==> config.mk <==
export PLATFORM = sky130hd
export DESIGN_NAME = sound_channel_allocator_flat
export DESIGN_NICKNAME = d
export VERILOG_FILES = /design/src/design/sca_pkg.sv /design/src/design/sca_if.sv /design/src/design/sca_chan_file.sv /design/src/design/sca_scan.sv /design/src/design/sound_channel_allocator.sv /design/src/flat_wrapper.sv
export SDC_FILE = /design/constraint.sdc
export NUM_CORES = 1
export LEC_CHECK = 0
export BUFFER_PORTS_ARGS = -buffer_cell sky130_fd_sc_hd__buf_4
export CORE_UTILIZATION = 36
export CTS_BUF_LIST = sky130_fd_sc_hd__clkbuf_8
export DETAILED_ROUTE_END_ITERATION = 7
export HOLD_SLACK_MARGIN = 0.12
export SYNTH_ARGS = -nofsm -noshare
export SYNTH_HDL_FRONTEND = slang
export SYNTH_HIERARCHICAL = 1
export SYNTH_SLANG_ARGS = --single-unit
==> constraint.sdc <==
create_clock -name clock -period 3.92 [get_ports clock]
set_clock_uncertainty 0.15 [all_clocks]
set_input_delay 0.392 -clock clock [delete_from_list [all_inputs] [get_ports clock]]
set_output_delay 0.392 -clock clock [all_outputs]
set_load 0.02 [all_outputs]
==> src/design/sca_pkg.sv <==
// ----------------------------------------------------------------------------
// Sound channel allocator package
// Field widths, request and status codes, and types shared by the allocator.
// ----------------------------------------------------------------------------
package sca_pkg;

   localparam int SOUND_W    = 7;
   localparam int CHAN_REQ_W = 3;
   localparam int NOTE_W     = 6;
   localparam int POS_W      = 5;
   localparam int KEY_W      = 6;
   localparam int VOL_W      = 3;
   localparam int STATUS_W   = 3;
   localparam int USED_W     = 2;
   localparam int REPORTED   = 4;

   localparam logic signed [SOUND_W-1:0]    IDLE_SOUND      = -7'sd1;
   localparam logic signed [SOUND_W-1:0]    SOUND_STOP      = -7'sd1;
   localparam logic signed [SOUND_W-1:0]    SOUND_RELEASE   = -7'sd2;
   localparam logic signed [CHAN_REQ_W-1:0] CHAN_ALL        = -3'sd2;
   localparam logic signed [CHAN_REQ_W-1:0] CHAN_AUTO_LOW   = -3'sd2;
   localparam logic [KEY_W-1:0]             KEY_AFTER_START = 6'd24;

   typedef enum logic [STATUS_W-1:0] {
      ST_REJECTED  = 3'd0,
      ST_NO_EFFECT = 3'd1,
      ST_STOPPED   = 3'd2,
      ST_RELEASED  = 3'd3,
      ST_STARTED   = 3'd4
   } status_type;

   typedef enum logic [2:0] {
      OP_REJECT,
      OP_NONE,
      OP_STOP_ALL,
      OP_STOP_CHAN,
      OP_RELEASE,
      OP_START
   } op_type;

   typedef enum logic [1:0] {
      S_IDLE,
      S_SCAN,
      S_APPLY,
      S_RESP
   } state_type;

   // One write to the channel file per cycle.
   typedef struct packed {
      logic stop;
      logic release_loop;
      logic start;
   } wr_cmd_type;

endpackage

==> src/design/sca_if.sv <==
// ----------------------------------------------------------------------------
// Sound channel allocator channels
// Valid/ready request and response interfaces with their payloads.
// ----------------------------------------------------------------------------
interface sca_req_if
   import sca_pkg::*;
   ();
   logic                         valid;
   logic                         ready;
   logic signed [SOUND_W-1:0]    sound_request;
   logic signed [CHAN_REQ_W-1:0] channel_request;
   logic signed [NOTE_W-1:0]     start_note;

   modport source (output valid, sound_request, channel_request, start_note,
                   input ready);
   modport sink   (input valid, sound_request, channel_request, start_note,
                   output ready);
endinterface

interface sca_rsp_if
   import sca_pkg::*;
   ();
   logic                      valid;
   logic                      ready;
   logic [STATUS_W-1:0]       status;
   logic [USED_W-1:0]         channel_used;
   logic signed [SOUND_W-1:0] chan0_sound;
   logic signed [SOUND_W-1:0] chan1_sound;
   logic signed [SOUND_W-1:0] chan2_sound;
   logic signed [SOUND_W-1:0] chan3_sound;

   modport source (output valid, status, channel_used, chan0_sound, chan1_sound,
                   chan2_sound, chan3_sound, input ready);
   modport sink   (input valid, status, channel_used, chan0_sound, chan1_sound,
                   chan2_sound, chan3_sound, output ready);
endinterface

==> src/design/sca_chan_file.sv <==
// ----------------------------------------------------------------------------
// Sound channel allocator channel file
// Per-channel playback records with one indexed read and one indexed write.
// ----------------------------------------------------------------------------
module sca_chan_file
   import sca_pkg::*;
#(
   parameter int CHANNEL_COUNT = 4,
   parameter int IDX_W         = 2
) (
   input  logic                      clock,
   input  logic                      reset,
   input  logic [IDX_W-1:0]          rd_idx,
   output logic signed [SOUND_W-1:0] rd_sound,
   input  wr_cmd_type                wr_cmd,
   input  logic [IDX_W-1:0]          wr_idx,
   input  logic signed [SOUND_W-1:0] wr_sound,
   input  logic [POS_W-1:0]          wr_note,
   output logic signed [SOUND_W-1:0] sounds [CHANNEL_COUNT]
);

   logic signed [SOUND_W-1:0] sound_ff  [CHANNEL_COUNT];
   logic [POS_W-1:0]          pos_ff    [CHANNEL_COUNT];
   logic                      loop_ff   [CHANNEL_COUNT];
   logic                      music_ff  [CHANNEL_COUNT];
   logic [KEY_W-1:0]          key_ff    [CHANNEL_COUNT];
   logic [VOL_W-1:0]          vol_ff    [CHANNEL_COUNT];

   always_ff @(posedge clock) begin
      if (reset) begin
         for (int c = 0; c < CHANNEL_COUNT; c++) begin
            sound_ff[c] <= IDLE_SOUND;
            pos_ff[c]   <= '0;
            loop_ff[c]  <= 1'b1;
            music_ff[c] <= 1'b0;
            key_ff[c]   <= '0;
            vol_ff[c]   <= '0;
         end
      end else if (wr_cmd.start) begin
         sound_ff[wr_idx] <= wr_sound;
         pos_ff[wr_idx]   <= wr_note;
         loop_ff[wr_idx]  <= 1'b1;
         music_ff[wr_idx] <= 1'b0;
         key_ff[wr_idx]   <= KEY_AFTER_START;
         vol_ff[wr_idx]   <= '0;
      end else if (wr_cmd.stop) begin
         sound_ff[wr_idx] <= IDLE_SOUND;
      end else if (wr_cmd.release_loop) begin
         loop_ff[wr_idx] <= 1'b0;
      end
   end

   assign rd_sound = sound_ff[rd_idx];
   assign sounds   = sound_ff;

endmodule

==> src/design/sca_scan.sv <==
// ----------------------------------------------------------------------------
// Sound channel allocator scan unit
// Shared comparator: one channel per cycle while step is high; tracks the pick.
// ----------------------------------------------------------------------------
module sca_scan
   import sca_pkg::*;
#(
   parameter int IDX_W = 2
) (
   input  logic                      clock,
   input  logic                      reset,
   input  logic                      clear,
   input  logic                      step,
   input  logic [IDX_W-1:0]          idx,
   input  logic signed [SOUND_W-1:0] cur_sound,
   input  logic signed [SOUND_W-1:0] req_sound,
   output logic                      match,
   output logic [IDX_W-1:0]          pick
);

   logic                      found_ff, found_in;
   logic [IDX_W-1:0]          first_ff, first_in;
   logic [IDX_W-1:0]          min_idx_ff, min_idx_in;
   logic signed [SOUND_W-1:0] min_val_ff, min_val_in;
   logic                      free_or_same;

   assign match        = (cur_sound == req_sound);
   assign free_or_same = match || (cur_sound == IDLE_SOUND);

   always_comb begin
      found_in   = found_ff;
      first_in   = first_ff;
      min_idx_in = min_idx_ff;
      min_val_in = min_val_ff;
      if (clear) begin
         found_in = 1'b0;
      end else if (step) begin
         // The first idle or same-sound channel wins.
         if (!found_ff && free_or_same) begin
            found_in = 1'b1;
            first_in = idx;
         end
         // Strict compare keeps the lowest channel among equal sounds.
         if (idx == '0 || cur_sound < min_val_ff) begin
            min_idx_in = idx;
            min_val_in = cur_sound;
         end
      end
   end

   always_ff @(posedge clock) begin
      if (reset) begin
         found_ff <= 1'b0;
      end else begin
         found_ff <= found_in;
      end
      first_ff   <= first_in;
      min_idx_ff <= min_idx_in;
      min_val_ff <= min_val_in;
   end

   assign pick = found_ff ? first_ff : min_idx_ff;

endmodule

==> src/design/sound_channel_allocator.sv <==
// ----------------------------------------------------------------------------
// Sound channel allocator
// Assigns sounds to playback channels, one request at a time.
// ----------------------------------------------------------------------------
//
// Channel   Dir  Moves                                   Accepted when
// req       in   sound_request, channel_request, note    req.valid && req.ready
// rsp       out  status, channel_used, chan0..3_sound    rsp.valid && rsp.ready
//
// A start scans every channel in turn through the single shared comparator,
// then writes the picked channel and responds. A stop on all channels scans
// and responds; stop-channel and release write the named channel and respond;
// requests rejected or of no effect at decode respond with no scan or write.
// The response holds until taken; the next request can be accepted in the
// cycle after it is taken. Reset idles every channel and needs no clearing pass.
//
module sound_channel_allocator
   import sca_pkg::*;
#(
   parameter int CHANNEL_COUNT = 4,
   parameter int SOUND_COUNT   = 64
) (
   input logic       clock,
   input logic       reset,
   sca_req_if.sink   req,
   sca_rsp_if.source rsp
);

   localparam int IDX_W = (CHANNEL_COUNT > 1) ? $clog2(CHANNEL_COUNT) : 1;

   // Sequencer state and the captured request.
   state_type                    state_ff, state_in;
   op_type                       op_ff, op_in;
   logic signed [SOUND_W-1:0]    snd_ff, snd_in;
   logic signed [CHAN_REQ_W-1:0] chn_ff, chn_in;
   logic [POS_W-1:0]             note_ff, note_in;
   logic [IDX_W-1:0]             scan_idx_ff, scan_idx_in;
   logic                         hit_ff, hit_in;
   status_type                   status_ff, status_in;
   logic [IDX_W-1:0]             act_idx_ff, act_idx_in;

   logic                         accept;
   logic                         scan_last;
   op_type                       op_dec;
   logic                         snd_bad, chn_bad;
   logic [IDX_W-1:0]             named_idx;

   // Channel file and scan unit hookup.
   wr_cmd_type                   wr_cmd;
   logic [IDX_W-1:0]             wr_idx;
   logic signed [SOUND_W-1:0]    rd_sound;
   logic signed [SOUND_W-1:0]    sounds [CHANNEL_COUNT];
   logic signed [SOUND_W-1:0]    reported [REPORTED];
   logic                         scan_clear, scan_step, scan_match;
   logic [IDX_W-1:0]             scan_pick;

   sca_chan_file #(
      .CHANNEL_COUNT (CHANNEL_COUNT),
      .IDX_W         (IDX_W)
   ) u_chan_file (
      .clock    (clock),
      .reset    (reset),
      .rd_idx   (scan_idx_ff),
      .rd_sound (rd_sound),
      .wr_cmd   (wr_cmd),
      .wr_idx   (wr_idx),
      .wr_sound (snd_ff),
      .wr_note  (note_ff),
      .sounds   (sounds)
   );

   sca_scan #(
      .IDX_W (IDX_W)
   ) u_scan (
      .clock     (clock),
      .reset     (reset),
      .clear     (scan_clear),
      .step      (scan_step),
      .idx       (scan_idx_ff),
      .cur_sound (rd_sound),
      .req_sound (snd_ff),
      .match     (scan_match),
      .pick      (scan_pick)
   );

   assign accept    = req.valid && req.ready;
   assign scan_last = (scan_idx_ff == IDX_W'(CHANNEL_COUNT - 1));
   assign named_idx = IDX_W'($unsigned(chn_ff));

   // Request decode. A negative channel of -2 asks to stop a sound everywhere;
   // a stop or release with automatic channel choice does nothing.
   always_comb begin
      snd_bad = (req.sound_request < SOUND_RELEASE)
             || (int'(req.sound_request) >= SOUND_COUNT);
      chn_bad = (req.channel_request < CHAN_AUTO_LOW)
             || (int'(req.channel_request) >= CHANNEL_COUNT);
      if (snd_bad || chn_bad) begin
         op_dec = OP_REJECT;
      end else if (req.channel_request == CHAN_ALL) begin
         op_dec = req.sound_request[SOUND_W-1] ? OP_NONE : OP_STOP_ALL;
      end else if (req.sound_request == SOUND_STOP) begin
         op_dec = req.channel_request[CHAN_REQ_W-1] ? OP_NONE : OP_STOP_CHAN;
      end else if (req.sound_request == SOUND_RELEASE) begin
         op_dec = req.channel_request[CHAN_REQ_W-1] ? OP_NONE : OP_RELEASE;
      end else begin
         op_dec = OP_START;
      end
   end

   // Next state.
   always_comb begin
      state_in = state_ff;
      case (state_ff)
         S_IDLE: begin
            if (accept) begin
               case (op_dec)
                  OP_STOP_ALL, OP_START:    state_in = S_SCAN;
                  OP_STOP_CHAN, OP_RELEASE: state_in = S_APPLY;
                  default:                  state_in = S_RESP;
               endcase
            end
         end
         S_SCAN: begin
            if (scan_last) begin
               state_in = (op_ff == OP_START) ? S_APPLY : S_RESP;
            end
         end
         S_APPLY: state_in = S_RESP;
         S_RESP: begin
            if (rsp.ready) begin
               state_in = S_IDLE;
            end
         end
         default: state_in = S_IDLE;
      endcase
   end

   // Sequencer outputs: handshakes, scan control and channel file writes.
   always_comb begin
      req.ready  = (state_ff == S_IDLE);
      rsp.valid  = (state_ff == S_RESP);
      scan_clear = accept;
      scan_step  = 1'b0;
      wr_cmd     = '0;
      wr_idx     = scan_idx_ff;
      case (state_ff)
         S_SCAN: begin
            scan_step = 1'b1;
            // Copies of the sound go idle; a start rewrites its own pick later.
            wr_cmd.stop = scan_match;
         end
         S_APPLY: begin
            case (op_ff)
               OP_STOP_CHAN: begin
                  wr_cmd.stop = 1'b1;
                  wr_idx      = named_idx;
               end
               OP_RELEASE: begin
                  wr_cmd.release_loop = 1'b1;
                  wr_idx              = named_idx;
               end
               OP_START: begin
                  wr_cmd.start = 1'b1;
                  wr_idx       = chn_ff[CHAN_REQ_W-1] ? scan_pick : named_idx;
               end
               default: wr_cmd = '0;
            endcase
         end
         default: scan_step = 1'b0;
      endcase
   end

   // Captured request, scan position and result.
   always_comb begin
      op_in       = op_ff;
      snd_in      = snd_ff;
      chn_in      = chn_ff;
      note_in     = note_ff;
      scan_idx_in = scan_idx_ff;
      hit_in      = hit_ff;
      status_in   = status_ff;
      act_idx_in  = act_idx_ff;
      if (accept) begin
         op_in       = op_dec;
         snd_in      = req.sound_request;
         chn_in      = req.channel_request;
         note_in     = req.start_note[NOTE_W-1] ? '0 : req.start_note[POS_W-1:0];
         scan_idx_in = '0;
         hit_in      = 1'b0;
         act_idx_in  = '0;
         status_in   = (op_dec == OP_REJECT) ? ST_REJECTED : ST_NO_EFFECT;
      end else if (state_ff == S_SCAN) begin
         scan_idx_in = scan_idx_ff + IDX_W'(1);
         hit_in      = hit_ff || scan_match;
         if (scan_last && op_ff == OP_STOP_ALL) begin
            status_in = (hit_ff || scan_match) ? ST_STOPPED : ST_NO_EFFECT;
         end
      end else if (state_ff == S_APPLY) begin
         act_idx_in = wr_idx;
         case (op_ff)
            OP_STOP_CHAN: status_in = ST_STOPPED;
            OP_RELEASE:   status_in = ST_RELEASED;
            OP_START:     status_in = ST_STARTED;
            default:      status_in = status_ff;
         endcase
      end
   end

   always_ff @(posedge clock) begin
      if (reset) begin
         state_ff <= S_IDLE;
      end else begin
         state_ff <= state_in;
      end
      op_ff       <= op_in;
      snd_ff      <= snd_in;
      chn_ff      <= chn_in;
      note_ff     <= note_in;
      scan_idx_ff <= scan_idx_in;
      hit_ff      <= hit_in;
      status_ff   <= status_in;
      act_idx_ff  <= act_idx_in;
   end

   // Channels beyond the configured count report idle.
   for (genvar c = 0; c < REPORTED; c++) begin : g_report
      if (c < CHANNEL_COUNT) begin : g_real
         assign reported[c] = sounds[c];
      end else begin : g_absent
         assign reported[c] = IDLE_SOUND;
      end
   end

   assign rsp.status       = status_ff;
   assign rsp.channel_used = USED_W'(act_idx_ff);
   assign rsp.chan0_sound  = reported[0];
   assign rsp.chan1_sound  = reported[1];
   assign rsp.chan2_sound  = reported[2];
   assign rsp.chan3_sound  = reported[3];

   // A response never overlaps with taking a new request.
   a_one_at_a_time: assert property (@(posedge clock) disable iff (reset)
      rsp.valid |-> !req.ready)
      else $error("request taken while a response is pending");

   // The block is busy in the cycle right after a request is taken.
   a_busy_after_accept: assert property (@(posedge clock) disable iff (reset)
      accept |=> !req.ready)
      else $error("second request taken without processing the first");

   // A started sound is on the channel that the response names.
   a_start_lands: assert property (@(posedge clock) disable iff (reset)
      (rsp.valid && status_ff == ST_STARTED) |-> (sounds[act_idx_ff] == snd_ff))
      else $error("started sound missing from its channel");

   // A stop on all channels scans and then answers, never reporting a start.
   a_stop_all_clears: assert property (@(posedge clock) disable iff (reset)
      (state_ff == S_SCAN && op_ff == OP_STOP_ALL) |=> (rsp.valid
         || state_ff == S_SCAN) && !(state_ff == S_RESP && status_ff == ST_STARTED))
      else $error("stop-all sequence left the scan unexpectedly");

endmodule
==> src/flat_wrapper.sv <==
// flat-port wrapper written by rule: the top's interface ports become plain ports
module sound_channel_allocator_flat import sca_pkg::*;
#(
   parameter int CHANNEL_COUNT = 4,
   parameter int SOUND_COUNT   = 64
)
  (clock, reset, req_valid, req_sound_request, req_channel_request, req_start_note, req_ready, rsp_valid, rsp_status, rsp_channel_used, rsp_chan0_sound, rsp_chan1_sound, rsp_chan2_sound, rsp_chan3_sound, rsp_ready);
  sca_req_if req_i ();
  sca_rsp_if rsp_i ();
  input logic clock;
  input logic reset;
  input wire logic [$bits(req_i.valid)-1:0] req_valid;
  input wire logic [$bits(req_i.sound_request)-1:0] req_sound_request;
  input wire logic [$bits(req_i.channel_request)-1:0] req_channel_request;
  input wire logic [$bits(req_i.start_note)-1:0] req_start_note;
  output wire logic [$bits(req_i.ready)-1:0] req_ready;
  output wire logic [$bits(rsp_i.valid)-1:0] rsp_valid;
  output wire logic [$bits(rsp_i.status)-1:0] rsp_status;
  output wire logic [$bits(rsp_i.channel_used)-1:0] rsp_channel_used;
  output wire logic [$bits(rsp_i.chan0_sound)-1:0] rsp_chan0_sound;
  output wire logic [$bits(rsp_i.chan1_sound)-1:0] rsp_chan1_sound;
  output wire logic [$bits(rsp_i.chan2_sound)-1:0] rsp_chan2_sound;
  output wire logic [$bits(rsp_i.chan3_sound)-1:0] rsp_chan3_sound;
  input wire logic [$bits(rsp_i.ready)-1:0] rsp_ready;
  assign req_i.valid = req_valid;
  assign req_i.sound_request = req_sound_request;
  assign req_i.channel_request = req_channel_request;
  assign req_i.start_note = req_start_note;
  assign req_ready = req_i.ready;
  assign rsp_valid = rsp_i.valid;
  assign rsp_status = rsp_i.status;
  assign rsp_channel_used = rsp_i.channel_used;
  assign rsp_chan0_sound = rsp_i.chan0_sound;
  assign rsp_chan1_sound = rsp_i.chan1_sound;
  assign rsp_chan2_sound = rsp_i.chan2_sound;
  assign rsp_chan3_sound = rsp_i.chan3_sound;
  assign rsp_i.ready = rsp_ready;
  sound_channel_allocator #(.CHANNEL_COUNT(CHANNEL_COUNT), .SOUND_COUNT(SOUND_COUNT)) u_core (.clock(clock), .reset(reset), .req(req_i), .rsp(rsp_i));
endmodule
== Word-level counts from Yosys, hierarchy flattened ==
Index checks and enable logic that the tools add are counted.
Storage, ports and cells
  output and inout port bits: 35
  word-level logic and storage cells: 115
  bits of input ports: 20
  flip-flop bits (word level): 63
Operators by class
  muxes and demuxes: 37
  bitwise logic cells: 5
  equality and inequality tests: 21
  reduce and logical (&&, ||, !) cells: 27
  magnitude comparators: 8
  add/sub/neg operators: 1
Operators with widths (count)
  $mux W28: 2
  $bwmux W28: 1
  $or A28 B28 Y28: 1
  $mux W3: 9
  $mux W7: 3
  $mux W2: 9
  $eq A3 B2 Y1 const B: 5
  $bmux W7 S2: 1
  $demux W7 S2: 1
  $eq A7 B1 Y1 const B: 2
  $eq A3 B3 Y1 const B: 4
  $reduce_and A3 Y1: 4
  $pmux W3 S3: 1
  $ge A7 B8 Y1 const B: 1
  $pmux W2 S2: 2
  $pmux W2 S4: 1
  $reduce_or A2 Y1: 4
  $eq A7 B2 Y1 const B: 1
  $eq A7 B7 Y1: 1
  $lt A7 B2 Y1 const B: 1
  $lt A7 B7 Y1: 1
  $eq A2 B2 Y1 const B: 3
  $ge A3 B3 Y1 const B: 2
  $logic_or A1 B1 Y1: 6
  other kinds (20): 33

== Longest topological paths before layout ==
Gate-level depths: netlist of run 1.
  word-level depth: 12
  depth in mapped cells: 10
  gate-level depth less buffers: 9

== Cells and area by module ==
Netlist of run 1, hierarchy kept.
Modules (own cells, without submodules)
  sound_channel_allocator: seq. area each 770.7 um2, cells an instance 111, times used 1, area each 1300.0 um2
  sca_chan_file: seq. area each 560.5 um2, cells an instance 101, times used 1, area each 1148.6 um2
  sca_scan: seq. area each 350.3 um2, cells an instance 57, times used 1, area each 680.7 um2

== Worst setup path after synthesis of run 1 ==
No wires, ideal clock.
  path type: flip-flop to flip-flop
  start point: register u_core.scan_idx_ff[0]
  end point: register u_core.u_scan.min_idx_ff[0], enable pin
  period minus slack after synthesis: 2.947 ns
  slack: 0.973 ns
  stages on the path, launching flop included: 8
  data required time: 3.392 ns
  buffers on the path: 1
  arrival time: 2.419 ns
  library setup time: 0.378 ns
  cells stage by stage: dfxtp_1 > buf_2 > mux4_2 > ha_1 > a21o_1 > a31oi_1 > o21ai_1 > a21oi_1
Between the ends
  cells in the longest elaborated chain, start to end: 7
  elaborated cells between the ends (all ways): 8
  classes of those cells: order compare (1); mux (3); bitwise (1); reduce/logical (3)
Ends and longest elaborated chain
  start, declared: line sound_channel_allocator.sv:37  | logic [IDX_W-1:0] scan_idx_ff, scan_idx_in;
  start signal, assigned: line sound_channel_allocator.sv:219  | scan_idx_ff <= scan_idx_in;
  $not A2 Y3 (implied by the code): line sca_chan_file.sv:53  | assign rd_sound = sound_ff[rd_idx];
  $bmux W7 S2: line sca_chan_file.sv:53
  $mux W7 (implied by the code) (2 in series): line sca_chan_file.sv:53
  via u_core.rd_sound[2]: line sound_channel_allocator.sv:51  | logic signed [SOUND_W-1:0] rd_sound;
  $lt A7 B7 Y1: line sca_scan.sv:44  | if (idx == '0 || cur_sound < min_val_ff) begin
  $logic_or A1 B1 Y1: line sca_scan.sv:44
  $reduce_and A3 Y1 (no line)
  end signal, assigned: line sca_scan.sv:58  | min_idx_ff <= min_idx_in;
  end, declared: line sca_scan.sv:23  | logic [IDX_W-1:0] min_idx_ff, min_idx_in;
The timed path passes the listed nets, and every way through them passes these cells. The select of a mux whose other input is x is not followed.
A chain may end at the register's enable or synchronous reset.

==> flow_metrics.tcl, run 1 <==
set metrics [dict create \
    status "finished, final reports clean" \
    final_net_count 350 \
    grt_pass1_wl_um 11100 \
    track_usage 0.172 \
    hold_violations 0 \
    clkLatencyLatePin_ps 330 \
    synth_area_um2 2940 \
    mostFrequentLayoutCell "buf_4" \
    vias 2249 \
    fmax_mhz 285 \
    grt_pass1_vias 2128 \
    clock_path_buffers 2 \
    setup_viol 0 \
    start_kind "flip-flop" \
    rsz0062_at_grt "false" \
    ioPinCount 55 \
    setup_tns_ps 0 \
    worstMarginPinSlew_ps 746 \
    syn_inst 258 \
    drt_pass1_iterations 4 \
    min-delay-path-class "input port to flip-flop" \
    path_cells "mux4_2, xnor2_1, nand4_1, nor4_4, a32oi_1, nor2b_1, o21ai_2, or2_1, o21ai_1" \
    arrival_ps 3620 \
    worstSetupPathType "flip-flop to flip-flop" \
    root_buffer "clkbuf_8" \
    yosys_warnings 6 \
    antenna_found_initial 0 \
    postRouteAntennaNets 0 \
    top_usage_layer "met2" \
    grtUsageMet1 0.238 \
    core_um2 7810 \
    crit_fanout 13 \
    setup.worst_path.end_class "flip-flop" \
    h-tree-depth 3 \
    max_slew_margin 0.502 \
    grtUsageMet3 0.0304 \
    fin_cells 425 \
    dp.cells 401 \
    route.detailed.drc 0 \
    avgViaCountPerCell 5.29 \
    final_cell_mix "49 x buf_4, 36 x dfxtp_1, 27 x edfxtp_1" \
    drt-initial-drc-count 156 \
    required_ps 4030 \
    num_rows 32 \
    synthToLayoutAreaGrowth_pct 25.7 \
    dieHeight_um 92.3 \
    power_density_nw_per_um2 551 \
    grt_max_degree 21 \
    die_area_um2 8530 \
    p_leak_nw 1.41 \
    post-dp-hpwl_um 5110 \
    slowest_stage "dfxtp_1" \
    tritoncts "yes" \
    clkSinkCount 63 \
    clk_pin_slew_ps 70 \
    finalCritPeriodShare 0.896 \
    min_period_ps 3510 \
    syn-num-nets 290 \
    io_buffer_count 48 \
    post_cts_buffers 0 \
    synth_area_per_cell_um2 11.4 \
    start_util 0.376 \
    gp_congestion 0.772 \
    gr-total-overflow 0 \
    maxSlewViolCount 0 \
    grt_util_met2 0.270 \
    diodes 0 \
    critical_path.max_stage_delay_ps 810 \
    vdd_drop_max_uv 322 \
    drive_gt1_frac 0.245 \
    drt-total-wl_um 7050 \
    cts_buffers 9 \
    drv_cap 0 \
    die_w_um 92.3 \
    wire_per_inst_um 16.6 \
]
[final timing paths]
| kind | startpoint | endpoint | slack (ps) | depth (start not counted) |
|---|---|---|---|---|
| worst max-delay path | u_core/scan_idx_ff[0]$_SDFFE_PP0P_ | u_core/u_chan_file/sounds[6]$_SDFFE_PP1P_ | 410 | 9 |
| worst max register to register | u_core/scan_idx_ff[0]$_SDFFE_PP0P_ | u_core/u_chan_file/sounds[6]$_SDFFE_PP1P_ | 410 | 9 |
| worst min-delay path | req_channel_request[2] | u_core/chn_ff[2]$_DFFE_PP_ | 140 | 1 |
| worst min register to register | u_core/hit_ff$_SDFFE_PP0P_ | u_core/hit_ff$_SDFFE_PP0P_ | 320 | 2 |
[per-stage QoR]
stage / power [W] / utilization / worst slack, ps / cell area, um^2 / hold WS, ps
detailed placement: 0.00143 / 0.435 / 500 / 3400 / 310
global route: 0.00214 / 0.473 / 147 / 3690 / 129
finish: 0.00204 / 0.473 / 407 / 3690 / 139
CTS: 0.00204 / 0.473 / 409 / 3690 / 130
global placement: 0.00142 / 0.435 / 518 / 3400 / 302
floorplan: 0.00126 / - / 973 / 2940 / 287
[sequential cells by signal (all words and copies together) (netlist names)]
name                       cells
u_core/u_scan/min_idx_ff       2
u_core/u_scan/found_ff         1
u_core/state_ff                2
u_core/scan_idx_ff             2
u_core/u_scan/first_ff         2
u_core/hit_ff                  1
u_core/rsp.status              3
u_core/op_ff                   3
u_core/u_chan_file/sounds     28
u_core/chn_ff                  3
u_core/snd_ff                  7
u_core/rsp.channel_used        2
u_core/u_scan/min_val_ff       7
[power breakdown]
| group | leakage (nW) | total, W | internal (W) | switching, W |
|---|---|---|---|---|
| logic | 0.760 | 0.000510 | 0.000216 | 0.000294 |
| registers | 0.526 | 0.000914 | 0.000809 | 0.000104 |
| clock network | 0.119 | 0.000613 | 0.000369 | 0.000244 |
[worst max-delay path, delay by kind of cell, from the launching register on]
family           cells  cell delay, ps
AO/OA/AOI/OAI        3             450
XOR/XNOR             1             240
multiplexers         1             650
AND/OR/NAND/NOR      4            1130
flip-flops           1             810
[layout make-up]
class / count / area, um^2
multi-input combinational: 170 / 1310
clock inverter: 6 / 77.6
clock buffer: 10 / 138
sequential: 63 / 1530
inverter: 17 / 63.8
timing repair buffer: 57 / 448
fill: 739 / 4110
tap: 102 / 128
[repair_timing]
| item | in CTS | in global routing |
|---|---|---|
| hold buffers | 8 | 0 |
| hold endpoints to repair | 8 | 0 |
| gates resized for setup | 0 | 0 |
[per-layer routing]
metal | share of wire | routed length [um]
met5 | 0 | 0
met4 | 0.013 | 93
met3 | 0.028 | 197
met2 | 0.48 | 3370
met1 | 0.48 | 3390
No activity file was read; power rests on OpenSTA's default activity.
==> inputs of run 2 (changes only) <==
- PLACE_DENSITY: default -> 0.55
==> flow_metrics.tcl, run 2 (synthesized netlist as in run 1, its figures left out) <==
set metrics [dict create \
    status "finished, final reports clean" \
    io_buffer_count 48 \
    avgViaCountPerCell 5.38 \
    root_buffer "clkbuf_8" \
    grt_pass1_wl_um 11400 \
    fmax_mhz 296 \
    power.switching_w 0.000660 \
    cts_resized 0 \
    largest_reg_flops 28 \
    diodes 0 \
    drt-total-wl_um 7020 \
    worstSetupPathType "flip-flop to flip-flop" \
    final_net_count 350 \
    drive_gt1_frac 0.251 \
    drv_cap 0 \
    tritoncts "yes" \
    min_period_ps 3380 \
    max_slew_margin 0.512 \
    hold_depth 1 \
    grt_max_degree 21 \
    gp_congestion 0.834 \
    arrival_ps 3510 \
    clkSinkCount 63 \
    swShare 0.323 \
    fin_ws_ps 537 \
    clk_pin_slew_ps 70 \
    vdd_drop_max_uv 215 \
    post-dp-hpwl_um 5130 \
    start_kind "flip-flop" \
    total_power_w 0.00204 \
    antenna_found_initial 0 \
    comb_power_share 0.248 \
    die_area_um2 8530 \
    finalCritPeriodShare 0.863 \
    min-delay-path-class "input port to flip-flop" \
    hold_end "u_core/snd_ff[6]$_DFFE_PP_" \
    mostFrequentLayoutCell "buf_4" \
    post_cts_buffers 0 \
    maxSlewViolCount 0 \
    rrSetupSlack_ps 540 \
    crit_fanout 13 \
    synthToLayoutAreaGrowth_pct 25.9 \
    start_util 0.376 \
    cts_buffers 9 \
    grt_pass1_vias 2202 \
    vias 2285 \
    ioPinCount 55 \
    required_ps 4050 \
    intPower_w 0.00138 \
    dieHeight_um 92.3 \
    drt_pass1_iterations 4 \
    gr-total-overflow 0 \
    core_um2 7810 \
    rsz0062_at_grt "false" \
    ctsHoldBuffers 8 \
    postRouteAntennaNets 0 \
    track_usage 0.177 \
    h-tree-depth 3 \
    rr_worst_depth 9 \
    drt-initial-drc-count 147 \
    clkLatencyLatePin_ps 340 \
    wire_per_inst_um 16.5 \
    r2r-start "u_core/scan_idx_ff[0]$_SDFFE_PP0P_" \
    pre_cts_slack_ps 529 \
    fin_hold_ws_ps 140 \
    setup.worst_path.end_class "flip-flop" \
    hold_violations 0 \
    critPathLaunch "u_core/scan_idx_ff[0]$_SDFFE_PP0P_" \
    num_rows 32 \
    setup_tns_ps 0 \
    min_from "req_sound_request[6]" \
    final_cell_mix "49 x buf_4, 36 x dfxtp_1, 27 x edfxtp_1" \
    route.detailed.drc 0 \
    p_leak_nw 1.40 \
    clock_path_buffers 2 \
    clkPwrFrac 0.306 \
    power_density_nw_per_um2 553 \
    r2r-end "u_core/u_chan_file/sounds[21]$_SDFFE_PP1P_" \
    share_seq_of_total_power 0.446 \
    setup_viol 0 \
    die_w_um 92.3 \
    fill_cells 737 \
    worstMarginPinSlew_ps 732 \
]
[run 2: worst max path at each step]
stage	endpoint	slack, ps	depth (start not counted)
final	u_core/u_chan_file/sounds[21]$_SDFFE_PP1P_	540	9
after global routing	u_core/u_chan_file/sounds[21]$_SDFFE_PP1P_	200	9
after CTS	u_core/u_chan_file/sounds[2]$_SDFFE_PP1P_	490	9
after detailed placement	u_core/u_chan_file/sounds[2]$_SDFFE_PP1P_	530	9
after global placement	u_core/u_chan_file/sounds[2]$_SDFFE_PP1P_	500	9
after floorplan	u_core/u_scan/min_idx_ff[0]$_DFFE_PP_	970	7
[run 2: power by group through the flow]
stage          sequential (W)  combinational, W  clock, W
3_5_place_dp         0.000929          0.000502         0
3_3_place_gp         0.000927          0.000498         0
2_1_floorplan        0.000916          0.000346         0
6_report             0.000912          0.000507  0.000626
5_1_grt              0.000931          0.000557  0.000671
4_1_cts              0.000914          0.000510  0.000638
[run 2: worst max-delay path, cell delays in order (launching register included)]
cell and delay [ps]:
dfxtp_1 780, mux4_2 660, xnor2_1 190, nand4_1 160
nor4_4 310, a32oi_1 100, nor2b_1 240, o21bai_1 150
o21bai_2 390, o22a_1 190
[run 2: cell type report]
type	count	area (um^2)	area share
Inverter	17	63.8	0.0173
Clock buffer	9	124	0.0335
Sequential cell	63	1530	0.414
Multi-Input combinational cell	170	1310	0.354
Timing Repair Buffer	57	448	0.121
Tap cell	102	128	0.0345
Clock inverter	7	96.3	0.0260
[run 2: metrics by stage]
stage	cells	cell area [um^2]	util
global placement	401	3400	0.435
finish	425	3700	0.474
detailed placement	401	3400	0.435
CTS	425	3700	0.474
global route	425	3700	0.474
floorplan	258	2940	-
[run 2: metal layers]
| layer | track usage | vias to the layer above | part of all wire |
|---|---|---|---|
| li1 | - | 1104 | - |
| met1 | 0.257 | 1117 | 0.49 |
| met2 | 0.258 | 57 | 0.46 |
| met3 | 0.0279 | 7 | 0.034 |
| met4 | 0.0781 | 0 | 0.013 |
| met5 | 0 | - | 0 |
